--- src/rtl/core/tlpm_pkg.sv ---
`timescale 1ns / 1ps

package tlpm_pkg;

    // frame window size, the field widths and the widths that follow from them
    localparam int STORE_FRAMES = 64;
    localparam int ENTRY_W      = 10;
    localparam int FRAME_W      = 20;
    localparam int WORD_W       = 32;
    localparam int SLOT_W       = (STORE_FRAMES > 1) ? $clog2(STORE_FRAMES) : 1;
    localparam int USED_W       = $clog2(STORE_FRAMES + 1);
    localparam int ADDR_W       = SLOT_W + ENTRY_W;
    localparam int UPC_W        = 5;

    typedef logic [UPC_W-1:0] upc_t;

    // operation codes
    localparam logic [1:0] FUNC_MAP    = 2'd0;
    localparam logic [1:0] FUNC_UNMAP  = 2'd1;
    localparam logic [1:0] FUNC_NEWDIR = 2'd2;

    // status codes
    localparam logic [1:0] ST_OK        = 2'd0;
    localparam logic [1:0] ST_DIR_OUT   = 2'd1;
    localparam logic [1:0] ST_EXHAUSTED = 2'd2;
    localparam logic [1:0] ST_TBL_OUT   = 2'd3;

    typedef struct packed {
        logic [1:0]         func;
        logic [FRAME_W-1:0] dir_page;
        logic [WORD_W-1:0]  virt_addr;
        logic [WORD_W-1:0]  phys_addr;
        logic               writable;
        logic               user;
    } in_item_t;

    typedef struct packed {
        logic [1:0]         status;
        logic               table_allocated;
        logic               entry_absent;
        logic [FRAME_W-1:0] new_dir_page;
        logic [WORD_W-1:0]  dir_entry;
        logic [WORD_W-1:0]  table_entry;
    } out_item_t;

    // datapath action of one microcode step
    typedef enum logic [3:0] {
        OP_NOP,
        OP_LATCH,
        OP_DIR_CHK,
        OP_RD_DE,
        OP_LD_DE,
        OP_ALLOC_T,
        OP_CLR_T,
        OP_WR_TE,
        OP_TBL_CHK,
        OP_ABSENT,
        OP_FULL,
        OP_ALLOC_D,
        OP_ALLOC_T2,
        OP_CLR_D,
        OP_FILL_T,
        OP_EMIT
    } op_t;

    // jump condition of one microcode step
    typedef enum logic [3:0] {
        C_NEVER,
        C_ALWAYS,
        C_NO_INPUT,
        C_FUNC_NEW,
        C_FUNC_BAD,
        C_FUNC_UNMAP,
        C_DIR_OUT,
        C_PRESENT,
        C_FULL1,
        C_FULL2,
        C_TBL_OUT,
        C_CNT_MORE,
        C_OUT_FREE
    } cond_t;

    typedef struct packed {
        op_t   op;
        cond_t cond;
        upc_t  target;
    } ctrl_word_t;

    typedef struct packed {
        logic in_valid;
        logic out_free;
        logic func_new;
        logic func_bad;
        logic func_unmap;
        logic dir_out;
        logic present;
        logic full1;
        logic full2;
        logic tbl_out;
        logic cnt_more;
    } flags_t;

endpackage

--- src/rtl/core/tlpm_useq.sv ---
`timescale 1ns / 1ps

module tlpm_useq (
    input  logic                 aclk,
    input  logic                 aresetn,
    input  tlpm_pkg::flags_t     flags,
    output tlpm_pkg::ctrl_word_t ctrl
);
    import tlpm_pkg::*;

    // entry points of the program
    localparam upc_t S_FETCH   = 5'd0;
    localparam upc_t S_CLR_T   = 5'd9;
    localparam upc_t S_PRESENT = 5'd11;
    localparam upc_t S_WR_TE   = 5'd12;
    localparam upc_t S_ABSENT  = 5'd13;
    localparam upc_t S_FULL    = 5'd14;
    localparam upc_t S_NEWDIR  = 5'd15;
    localparam upc_t S_CLR_D   = 5'd18;
    localparam upc_t S_FILL_T  = 5'd19;
    localparam upc_t S_FINISH  = 5'd20;

    function automatic ctrl_word_t rom(input upc_t pc);
        ctrl_word_t w;
        w = '{op: OP_NOP, cond: C_ALWAYS, target: S_FETCH};
        unique case (pc)
            5'd0:  w = '{op: OP_LATCH,    cond: C_NO_INPUT,   target: S_FETCH};
            5'd1:  w = '{op: OP_NOP,      cond: C_FUNC_NEW,   target: S_NEWDIR};
            5'd2:  w = '{op: OP_NOP,      cond: C_FUNC_BAD,   target: S_FINISH};
            5'd3:  w = '{op: OP_DIR_CHK,  cond: C_DIR_OUT,    target: S_FINISH};
            5'd4:  w = '{op: OP_RD_DE,    cond: C_NEVER,      target: S_FETCH};
            5'd5:  w = '{op: OP_LD_DE,    cond: C_PRESENT,    target: S_PRESENT};
            5'd6:  w = '{op: OP_NOP,      cond: C_FUNC_UNMAP, target: S_ABSENT};
            5'd7:  w = '{op: OP_NOP,      cond: C_FULL1,      target: S_FULL};
            5'd8:  w = '{op: OP_ALLOC_T,  cond: C_NEVER,      target: S_FETCH};
            5'd9:  w = '{op: OP_CLR_T,    cond: C_CNT_MORE,   target: S_CLR_T};
            5'd10: w = '{op: OP_NOP,      cond: C_ALWAYS,     target: S_WR_TE};
            5'd11: w = '{op: OP_TBL_CHK,  cond: C_TBL_OUT,    target: S_FINISH};
            5'd12: w = '{op: OP_WR_TE,    cond: C_ALWAYS,     target: S_FINISH};
            5'd13: w = '{op: OP_ABSENT,   cond: C_ALWAYS,     target: S_FINISH};
            5'd14: w = '{op: OP_FULL,     cond: C_ALWAYS,     target: S_FINISH};
            5'd15: w = '{op: OP_NOP,      cond: C_FULL2,      target: S_FULL};
            5'd16: w = '{op: OP_ALLOC_D,  cond: C_NEVER,      target: S_FETCH};
            5'd17: w = '{op: OP_ALLOC_T2, cond: C_NEVER,      target: S_FETCH};
            5'd18: w = '{op: OP_CLR_D,    cond: C_CNT_MORE,   target: S_CLR_D};
            5'd19: w = '{op: OP_FILL_T,   cond: C_CNT_MORE,   target: S_FILL_T};
            5'd20: w = '{op: OP_EMIT,     cond: C_OUT_FREE,   target: S_FETCH};
            5'd21: w = '{op: OP_NOP,      cond: C_ALWAYS,     target: S_FINISH};
            default: w = '{op: OP_NOP,    cond: C_ALWAYS,     target: S_FETCH};
        endcase
        return w;
    endfunction

    upc_t upc_reg;
    upc_t upc_next;
    logic take;

    assign ctrl = rom(upc_reg);

    always_comb begin
        unique case (ctrl.cond)
            C_NEVER:      take = 1'b0;
            C_ALWAYS:     take = 1'b1;
            C_NO_INPUT:   take = !flags.in_valid;
            C_FUNC_NEW:   take = flags.func_new;
            C_FUNC_BAD:   take = flags.func_bad;
            C_FUNC_UNMAP: take = flags.func_unmap;
            C_DIR_OUT:    take = flags.dir_out;
            C_PRESENT:    take = flags.present;
            C_FULL1:      take = flags.full1;
            C_FULL2:      take = flags.full2;
            C_TBL_OUT:    take = flags.tbl_out;
            C_CNT_MORE:   take = flags.cnt_more;
            C_OUT_FREE:   take = flags.out_free;
            default:      take = 1'b1;
        endcase
        upc_next = take ? ctrl.target : upc_reg + upc_t'(1);
    end

    always_ff @(posedge aclk) begin
        if (!aresetn) begin
            upc_reg <= S_FETCH;
        end else begin
            upc_reg <= upc_next;
        end
    end

endmodule

--- config.mk ---
export PLATFORM = sky130hd
export DESIGN_NAME = tlpm_useq
export DESIGN_NICKNAME = d
export VERILOG_FILES = /design/src/rtl/core/tlpm_pkg.sv /design/src/rtl/core/tlpm_useq.sv
export SDC_FILE = /design/constraint.sdc
export NUM_CORES = 1
export LEC_CHECK = 0
export BUFFER_PORTS_ARGS = -buffer_cell sky130_fd_sc_hd__clkbuf_2
export CORE_MARGIN = 1
export CORE_UTILIZATION = 50
export CTS_CLUSTER_DIAMETER = 200
export DETAILED_ROUTE_END_ITERATION = 16
export PLACE_DENSITY = 0.73
export SETUP_SLACK_MARGIN = 0.02
export SYNTH_ARGS = -nofsm -noshare
export SYNTH_HDL_FRONTEND = slang
export SYNTH_SLANG_ARGS = --single-unit
--- constraint.sdc ---
create_clock -name aclk -period 5.6 [get_ports aclk]
set_input_delay 0.28 -clock aclk [delete_from_list [all_inputs] [get_ports aclk]]
set_output_delay 0.28 -clock aclk [all_outputs]
set_load 0.01 [all_outputs]
Word-level counts from Yosys, hierarchy flattened --
Memory sizes are Yosys's and may differ from the RTL's. A register that Yosys moved wholly into a read port is not among the register bits. Index checks and enable logic that the tools add are counted.
Storage, ports and cells: logic and storage cells 19, register bits after elaboration 5, input bits 13, output and inout bits 13, ROM bits 416, memories 1
Cells by class: equality and inequality tests 11, reductions and logical operators 2, $add $sub $neg 1, muxes and demuxes 3
Memories:
- (name not given) | words 32, bits a word 13, rd ports 1, clocked after Yosys merged registers in 1, wr ports 0, RTL line tlpm_useq.sv:26 | unique case (pc)
Operators by type and width (number):
- == test 4 bit (second input constant) | 5
- == test 4 x 3 -> 1 bit (second input constant) | 4
- case mux 1 bit (12 select lines) | 1
- two-way mux 5 bit | 2
- == test 4 x 2 -> 1 bit (second input constant) | 2
- adder 5 x 1 -> 5 bit (second input constant) | 1
- logical NOT 4 bit | 1
- logical NOT 1 bit | 1

Longest topological paths before layout --
Gate-level depths: netlist of run 1.
depth in word-level cells 4, mapped depth 11, depth with buffers taken out 10

Least setup slack after synthesis of run 1 --
Ideal clock, no wire load.
path type flip-flop to flip-flop, start reg, netlist name ctrl[8], end reg, netlist name ctrl[12], clock period less this slack 2.600 ns, arrival 2.477 ns, path buffers 1, stages on the path, launching flop included 12, slack 3.000 ns, required time 5.477 ns, setup time 0.123 ns, path through dfxtp_1 mux2i_1 mux2_2 o211a_1 and2_4 buf_6 a211oi_4 inv_1 ha_1 and2_1 o211ai_2 o31ai_1
Between the ends: longest elaborated chain between the ends 4, elaborated cells on any way between the ends 15, those cells by class eq/ne: 11; mux: 3; reduce/logical: 1
RTL lines:
- == test 4 bit (tied with other cells) | RTL line tlpm_useq.sv:61 | unique case (ctrl.cond)
- case mux 1 bit (12 select lines) * | RTL line tlpm_useq.sv:61
- two-way mux 5 bit * | RTL line tlpm_useq.sv:77 | upc_next = take ? ctrl.target : upc_reg + upc_t'(1);
- two-way mux 5 bit (no line) *
Every way passes the cells marked *; elsewhere a longest branch is shown, timed or not. A chain may end at the register's enable or synchronous reset.

Worst setup path in the final report of run 1 --
start reg, netlist name ctrl[5], end reg, netlist name ctrl[10]
Between the ends: longest elaborated chain between the ends 4, elaborated cells on any way between the ends 15, those cells by class eq/ne: 11; mux: 3; reduce/logical: 1
RTL lines (RTL line):
- == test 4 bit (tied with other cells) | tlpm_useq.sv:61
- case mux 1 bit (12 select lines) * | tlpm_useq.sv:61
- two-way mux 5 bit * | tlpm_useq.sv:77
- two-way mux 5 bit (no line) *
Marks and branches as above.

==> summary.txt, run 1 <==
All-Layer GR Usage - 22.2%
Most frequent cells in the layout - clkbuf_2, dfxtp_1, nand2_1
Switching pwr - 432 uW
Max IR drop VDD - 401 uV
Final Worst Setup Slack - 2830 ps
Vias in the first global route - 980
Crit path largest cell delay - 470 ps
Critical Path Source Type - flip-flop
Clock share of power - 8.9%
Compound-Gate Fraction of Synth Area - 25.5%
Sum Neg Setup Slack - 0 ps
Die width - 51.4 um
Synth Instances - 137
Pint - 488 uW
Worst hold path class - primary input to flip-flop
Post-synthesis xor/xnor area fraction - 2.87%
RSZ-0062 raised after global routing - no
Slowest-stage cell, CP - dfxtp_1
Grt total ovfl - 0
Finished Core Util - 60.5%
Worst min-delay path endpoint - upc_reg[0]
Yosys reg bits - 18
ANT cells - 0
Least-Margin Pin Slew - 415 ps
Final Slew Violations - 0
Fillers - 221
# rows - 17
Ports - 26
Critical path peak fanout - 9
Critical path type - flip-flop to flip-flop
Status - finished, final reports clean
Max Cap Violations - 0
Final Hold Viols - 0
Initial antenna violation count - 0
Flop pwr share - 24.9%
Pre-CTS setup slack - 2900 ps
Skew-Pair Late Insertion Delay - 300 ps
Port Buf Inserts - 25
Drt pass-1 iters - 4
Share of power burned in combinational logic - 66.2%
Synth warn - 0
CTS clk-pin slew, worst paths - 110 ps
WL final - 2630 um
FF-to-FF End - ctrl[10]
Worst EP required - 5810 ps
CP endpoint kind - flip-flop
CTS tree - yes
Commonest non-fill, non-tap cell in the layout - clkbuf_2
Area of the multi-input gates - 768 um2
Share of layout cells above drive strength 1 - 31.9%
Fraction of the mapped netlist area in simple logic gates - 19.0%
Async SR Flop Fraction - 0%
Initial Util - 54.2%
CTS sink cnt - 18
Max reg flops - 13
ANT nets after route - 0
Hold slack - 388 ps
Die ar. - 2640 um2
Main synth FF type - dfxtp_1
Leakage - 0.000605 uW
Max Freq - 0.361 GHz
Reg2reg start - ctrl[5]
Avg Synthesized Cell Area - 8.91 um2
Initial DRC Count - 37
Via count - 1072
Area growth syn-to-layout - 11.7%
Register area - 360 um2
Die Ht - 51.4 um
Largest net degree at the start of global routing - 18
Num CTS Buffers - 3
Area share of fa/ha/maj cells after synthesis - 7.17%
Area of the core - 2250 um2
Nets - 181
WL per Instance - 14.0 um
CTS max path bufs - 2
Root buffer cell - clkbuf_4
Final setup fails - 0
Net Sw Frac - 47.0%
WP data arrival - 2980 ps
Hold Startpoint - aresetn
Worst slew margin - 72.2%
R2R depth - 9
HPWL Detailed - 1960 um
Power Density - 674 nW/um2
Critical-path cell list - mux2i_1, a2111oi_0, a31oi_1, and2_4, a211oi_4, inv_1, ha_1, nand2b_1, a221oi_2
Mux share of post-synthesis cell area - 8.40%
Number of H-tree levels - 1
Largest family of logic cells by synthesized area - compound AO/OA/AOI/OAI gates
FF-to-FF setup slack - 2830 ps
Synth Cell Area - 1220 um2
Postcts setup bufs - 0
CTS hold repair buffers - 0
Net Count, Synth - 157
Hold Path Depth - 3
First-pass GRT wire length - 4400 um
RePlAce Congestion - 0.892
Tcrit/Tclk final - 49.4%
Number of vias per cell - 5.70
Cell variety after synth - 53
Post-synth EDFFs - 0
Clock Skew - 6.28 ps
Seq/Total Area, Yosys - 29.5%
Tmin final - 2770 ps
Cts repair resizes - 0
Drt drc - 0
## routing by layer
metal / part of all wire [%] / global-route usage, % / wire [um]
met1: 47 / 29.1 / 1240
met2: 47 / 36.6 / 1240
met3: 4.8 / 2.68 / 127
met4: 0.99 / 9.01 / 26
met5: 0 / 0 / 0
## power by group through the flow
stage	sequential (uW)	clock (uW)	combinational, uW
finish	229	82.1	609
global route	239	87.8	671
CTS	229	83.1	606
detailed placement	232	0	602
global placement	228	0	597
floorplan	243	0	490
## critical path, delay by kind of cell, from the launching register on
family / cells / cell delay, ps
DFF: 1 / 470
buffers and inverters: 1 / 150
muxes: 1 / 100
AOI/OAI and AO/OA: 4 / 1200
and+or+nand+nor: 2 / 390
adders and majority gates: 1 / 360
## worst max-delay path by stage
stage	startpoint	endpoint	slack [ps]	cells after the start
final	ctrl[5]	ctrl[10]	2830	9
after floorplan	ctrl[8]	ctrl[12]	3000	11
after detailed placement	ctrl[5]	ctrl[10]	2900	9
after CTS	ctrl[5]	ctrl[10]	2860	9
after global routing	ctrl[5]	ctrl[10]	2510	9
after global placement	ctrl[5]	ctrl[10]	2970	9
## area by class of cell
| cell class | count | share of cell area, % |
|---|---|---|
| flip-flops and latches | 18 | 26.4 |
| repair buffers | 25 | 9.17 |
| multi-input cells | 104 | 56.3 |
| inverters | 9 | 2.84 |
| well taps | 28 | 2.57 |
| clock buffers | 4 | 2.66 |
## logic make-up after synthesis
group	count (synthesis)
AOI/OAI and AO/OA	39
and+or+nand+nor	46
DFF	18
muxes	8
adders and majority gates	7
buffers and inverters	15
xor gates and xnor gates	4
## per-stage QoR
stage	power, uW	cell area (um2)	instances
after CTS	918	1360	188
after global placement	825	1330	184
after floorplan	732	1220	137
final	920	1360	188
after global routing	998	1360	188
after detailed placement	834	1330	184
## synth_stat cells (2+ instances only)
library cell / instances / share of area [%]
buf_6: 2 / 1.8
nand4_1: 2 / 1.0
xnor2_1: 3 / 2.2
mux2_4: 4 / 4.9
nor2_2: 2 / 1.0
a211oi_1: 2 / 1.2
inv_1: 6 / 1.8
dfxtp_1: 18 / 30
a21oi_1: 4 / 1.6
nor2_1: 10 / 3.1
o21ai_1: 7 / 2.9
nand3_1: 5 / 2.0
inv_2: 2 / 0.61
and2_1: 2 / 1.0
and2_4: 3 / 2.2
a211oi_2: 2 / 2.0
ha_1: 7 / 7.2
mux2_2: 2 / 1.8
mux2i_1: 2 / 1.6
o211ai_1: 4 / 2.5
nand2b_1: 2 / 1.0
nand2_1: 15 / 4.6
No activity file was read; power rests on OpenSTA's default activity.
==> run 2: changes to the inputs <==
Settings changed: CORE_UTILIZATION 50 to 48.
Clock period 5.6 ns to 2.5 ns, I/O delays scaled along.
==> run 2 against run 1 <==
- hold slack worse by 160 ps
- critical path depth is 1 higher
- routed wire length up 9.4%
- fmax up 16%
- largest power group unchanged
- clock power is 69% higher
- highest routed layer unchanged
- critical path type unchanged
- utilization rose by 2.1 points
==> summary.txt, run 2 (synthesis gave the netlist of run 1 again) <==
Max reg flops - 13 (unchanged)
Most frequent cells in the layout - clkbuf_2, nand2_1, dfxtp_1
Commonest non-fill, non-tap cell in the layout - clkbuf_2
Initial antenna violation count - 0 (unchanged)
Final Slew Violations - 0 (unchanged)
Ports - 26 (unchanged)
Number of vias per cell - 5.95 (+4.4%)
CTS hold repair buffers - 0 (unchanged)
RePlAce Congestion - 0.865 (-3.1%)
Initial Util - 53.2% (-1.0 points)
Tcrit/Tclk final - 95.1% (+46 points)
Max Cap Violations - 0 (unchanged)
Number of H-tree levels - 1 (unchanged)
Slowest-stage cell, CP - dfxtp_1
WL final - 2870 um (+9.4%)
Area of the core - 2300 um2 (+1.9%)
Final Worst Setup Slack - 122 ps (-2710 ps)
Critical path's most frequent cell - inv_2
Share of layout cells above drive strength 1 - 40.2% (+8.4 points)
Critical-path cell list - inv_2, mux2_2, o211a_1, and2_4, a211oi_4, inv_2, ha_4, nand2b_1, o21ai_1, o32ai_1
Worst hold path class - primary input to flip-flop
ANT cells - 0 (unchanged)
Largest net degree at the start of global routing - 18 (unchanged)
HPWL Detailed - 2110 um (+7.7%)
Hold Startpoint - aresetn
Port Buf Inserts - 25 (unchanged)
Fillers - 196 (-11%)
Max Freq - 0.420 GHz (+16%)
Die width - 52.4 um (+2.0%)
Drt drc - 0 (unchanged)
Power Density - 1540 nW/um2 (+130%)
RSZ-0062 raised after global routing - yes
Critical path peak fanout - 6 (-3)
Tmin final - 2380 ps (-388 ps)
Reg2reg start - ctrl[7]
Die ar. - 2750 um2 (+4.0%)
Critical Path Source Type - flip-flop
Vias in the first global route - 990 (+1.0%)
FF-to-FF setup slack - 120 ps (-2710 ps)
Least-Margin Pin Slew - 309 ps (-106 ps)
Skew-Pair Late Insertion Delay - 290 ps (about the same)
Pre-CTS setup slack - 89.9 ps (-2810 ps)
Max IR drop VDD - 810 uV (+100%)
CP endpoint kind - flip-flop
CTS tree - yes
Register area - 367 um2 (+1.7%)
Nets - 186 (+2.8%)
First-pass GRT wire length - 4420 um (+0.32%)
Clock Skew - 5.48 ps (-0.809 ps)
Worst slew margin - 79.4% (+7.2 points)
DP Area - 1350 um2 (+1.9%)
ANT nets after route - 0 (unchanged)
WL per Instance - 15.0 um (+7.1%)
Root buffer cell - clkbuf_4
WP data arrival - 2550 ps (-430 ps)
# rows - 17 (unchanged)
CTS sink cnt - 18 (unchanged)
Grt total ovfl - 0 (unchanged)
Area of the multi-input gates - 808 um2 (+5.2%)
CTS max path bufs - 2 (unchanged)
All-Layer GR Usage - 22.1% (-0.081 points)
Worst EP required - 2680 ps (-3130 ps)
Initial DRC Count - 54 (+46%)
Area growth syn-to-layout - 17.7%
Final setup fails - 0 (unchanged)
Num CTS Buffers - 3 (unchanged)
Critical path type - flip-flop to flip-flop
Final Cell Area - 1440 um2 (+5.4%)
Hold Path Depth - 3 (unchanged)
Crit path largest cell delay - 360 ps (-110 ps)
CTS clk-pin slew, worst paths - 100 ps (about the same)
Die Ht - 52.4 um (+2.0%)
Drt pass-1 iters - 5 (+1)
R2R depth - 10 (+1)
Status - finished, final reports clean
Worst min-delay path endpoint - upc_reg[0]
FF-to-FF End - ctrl[3]
Leakage - 0.000624 uW (+3.2%)
Final Hold Viols - 0 (unchanged)
Via count - 1143 (+6.6%)
==> run 2: cell count changes in the layout (fill, tap and decap cells not counted), sizes merged <==
| cell | previous run | this run |
|---|---|---|
| buf | 0 | 5 |
| clkbuf | 29 | 28 |
==> run 2: where the power goes <==
| part | internal [uW] | switching, uW | total, uW | leakage, uW |
|---|---|---|---|---|
| sequential | 425 | 98.2 | 523 | 0.000150 |
| combinational | 699 | 853 | 1550 | 0.000460 |
| clock | 56.0 | 83.0 | 139 | 0.0000138 |
==> run 2: worst max-delay path by stage <==
stage	start	endpoint	slack, ps	depth (start not counted)
3_5_place_dp	ctrl[5]	ctrl[3]	90	10
2_1_floorplan	ctrl[7]	ctrl[12]	40	11
6_report	ctrl[7]	ctrl[3]	120	10
3_3_place_gp	ctrl[5]	ctrl[3]	130	10
4_1_cts	ctrl[5]	ctrl[4]	70	10
5_1_grt	ctrl[5]	ctrl[4]	-9	11
==> run 2: timing repair <==
action	in CTS	in global routing
setup buffers	0	2
setup endpoints to repair	0	12
gates resized for setup	0	12
==> run 2: cell type report <==
| class | instances | area share (%) |
|---|---|---|
| tap | 28 | 2.44 |
| multi-input combinational | 104 | 56.2 |
| timing repair buffer | 30 | 11.6 |
| clock buffer | 3 | 1.57 |
| inverter | 9 | 2.70 |
| sequential | 18 | 25.5 |
==> run 2: metal layers <==
layer  global-route usage [%]  vias up  routed length [um]
li1                         -      543                   -
met1                     28.3      535                1250
met2                     36.7       59                1380
met3                     2.61        6                 178
met4                     10.1        0                  67
met5                        0        -                   0
==> run 2: per-stage QoR <==
step	power (uW)	std cells	util (%)	hold slack [ps]	TNS, ps
3_3_place_gp	1900	187	58.9	512	0
3_5_place_dp	1930	187	58.9	513	0
2_1_floorplan	1650	137	-	429	0
6_report	2210	192	62.6	227	0
4_1_cts	2070	190	59.9	229	0
5_1_grt	2380	192	62.6	239	-9.28
==> run 2: critical path, delay by kind of cell (launching register included) <==
family | cells | cell delay (ps)
AOI/OAI and AO/OA | 4 | 750
adders and majority gates | 1 | 260
buffers and inverters | 2 | 200
DFF | 1 | 360
muxes | 1 | 330
and+or+nand+nor | 2 | 360
==> run 3: changes to the inputs <==
Settings changed: CORE_UTILIZATION 48 to 50.
Clock period 2.5 ns to 3 ns, I/O delays scaled along.
==> run 3 against run 2 <==
- hold slack improved by 15 ps
- critical endpoint is now ctrl[4]
- count of clock-buffer cells in the layout did not move
- critical path depth increased by 1
- routed wire length down 8.5%
- sequential share of layout area is 1.0 points higher
- sequential cell count unchanged
==> summary.txt, run 3 (synthesis gave the netlist of run 1 again) <==
Final Hold Viols - 0 (unchanged)
WP data arrival - 2830 ps (+280 ps)
Critical path peak fanout - 8 (+2)
Register area - 360 um2 (-1.7%)
Num CTS Buffers - 3 (unchanged)
Cts repair resizes - 0 (unchanged)
Initial antenna violation count - 0 (unchanged)
Root buffer cell - clkbuf_4
Drt pass-1 iters - 4 (-1)
Die Ht - 51.4 um (-1.9%)
Worst EP required - 3240 ps (+560 ps)
Hold slack - 242 ps (+14.9 ps)
Clock share of power - 7.3% (+1.0 points)
Port Buf Inserts - 25 (unchanged)
Drt drc - 0 (unchanged)
Final setup fails - 0 (unchanged)
Initial DRC Count - 26 (-52%)
Final Slew Violations - 0 (unchanged)
Slowest-stage cell, CP - dfxtp_1
CTS max path bufs - 2 (unchanged)
CTS hold repair buffers - 0 (unchanged)
Max Cap Violations - 0 (unchanged)
Finished Core Util - 60.2% (-2.4 points)
Flop pwr share - 24.9% (+1.3 points)
WL per Instance - 14.0 um (-6.5%)
Nets - 182 (-2.2%)
WL final - 2630 um (-8.5%)
Area of the multi-input gates - 768 um2 (-5.0%)
First-pass GRT wire length - 4200 um (-4.8%)
Worst slew margin - 75.8% (-3.6 points)
Ports - 26 (unchanged)
Skew-Pair Late Insertion Delay - 300 ps (about the same)
Die width - 51.4 um (-1.9%)
Pre-CTS setup slack - 485 ps (+395 ps)
Grt total ovfl - 0 (unchanged)
Fillers - 221 (+13%)
Max Freq - 0.386 GHz (-8.2%)
Max IR drop VDD - 717 uV (-11%)
Initial Util - 54.2% (+1.0 points)
Tot Pwr - 1700 uW (-23%)
Critical path type - flip-flop to flip-flop
Net Sw Frac - 47.5% (+0.80 points)
All-Layer GR Usage - 21.4% (-0.74 points)
Commonest non-fill, non-tap cell in the layout - clkbuf_2
Area growth syn-to-layout - 11.2%
Final Worst Setup Slack - 408 ps (+287 ps)
RePlAce Congestion - 0.882 (+2.1%)
Crit path largest cell delay - 470 ps (+110 ps)
CTS clk-pin slew, worst paths - 100 ps (about the same)
CTS sink cnt - 18 (unchanged)
Switching pwr - 810 uW (-22%)
Area of the core - 2250 um2 (-1.9%)
# rows - 17 (unchanged)
Postcts setup bufs - 0 (unchanged)
Power Density - 1260 nW/um2 (-18%)
Max reg flops - 13 (unchanged)
Sum Neg Setup Slack - 0 ps (unchanged)
Critical Path Source Type - flip-flop
CP endpoint kind - flip-flop
Via count - 1084 (-5.2%)
ANT nets after route - 0 (unchanged)
Clock Skew - 0.543 ps (-4.93 ps)
Share of power burned in combinational logic - 67.8% (-2.3 points)
Most frequent cells in the layout - clkbuf_2, dfxtp_1, nand2_1
Status - finished, final reports clean
Least-Margin Pin Slew - 354 ps (+44.9 ps)
Number of H-tree levels - 1 (unchanged)
CTS tree - yes
Share of layout cells above drive strength 1 - 31.9% (-8.4 points)
Number of vias per cell - 5.77 (-3.1%)
Critical-path cell list - mux2i_1, mux2_2, o211a_1, and2_4, a211oi_4, buf_4, ha_1, inv_1, nor2_1, a211oi_1, a21oi_1
Pint - 894 uW (-24%)
Vias in the first global route - 947 (-4.3%)
Tcrit/Tclk final - 86.4% (-8.7 points)
Die ar. - 2640 um2 (-3.9%)
HPWL Detailed - 1970 um (-6.6%)
Largest net degree at the start of global routing - 18 (unchanged)
ANT cells - 0 (unchanged)
Leakage - 0.000603 uW (-3.5%)
Worst hold path class - primary input to flip-flop
Tmin final - 2590 ps (+213 ps)
FF-to-FF setup slack - 410 ps (+290 ps)
RSZ-0062 raised after global routing - no
[run 3: power groups by stage]
stage / clock [uW] / sequential, uW / combinational [uW]
after floorplan: 0 / 453 / 914
after global placement: 0 / 427 / 1130
after detailed placement: 0 / 431 / 1140
after CTS: 124 / 425 / 1150
after global routing: 131 / 437 / 1260
final: 124 / 425 / 1160
[run 3: per-layer routing]
| metal | wire length [um] | up-vias | global-route usage, % |
|---|---|---|---|
| li1 | - | 539 | - |
| met1 | 1160 | 495 | 27.1 |
| met2 | 1250 | 45 | 35.7 |
| met3 | 175 | 5 | 2.98 |
| met4 | 43 | 0 | 9.46 |
| met5 | 0 | - | 0 |
[run 3: path summary, 6_finish.rpt]
check	from	endpoint	depth (start not counted)
worst max-delay path	ctrl[8]	ctrl[4]	11
worst min-delay path	aresetn	upc_reg[0]	3
worst max register to register	ctrl[8]	ctrl[4]	11
worst min register to register	upc_reg[0]	upc_reg[0]	1
[run 3: critical path: cells and delay by family, from the launching register on]
family                   cells  cell delay [ps]
adder cells (fa/ha/maj)      1              310
buffers and inverters        2              300
flip-flops                   1              470
AND/OR/NAND/NOR              2              370
AO/OA/AOI/OAI                4              730
multiplexers                 2              370
[run 3: area by class of cell]
class | count | share of cell area (%)
Multi-Input combinational cell | 104 | 56.6
Sequential cell | 18 | 26.5
Clock buffer | 3 | 1.66
Inverter | 9 | 2.86
Timing Repair Buffer | 26 | 9.77
Tap cell | 28 | 2.58
[run 3: through the flow]
step / cell area, um2 / cells
final: 1360 / 188
after detailed placement: 1340 / 185
after floorplan: 1220 / 137
after global routing: 1360 / 188
after global placement: 1340 / 185
after CTS: 1360 / 188
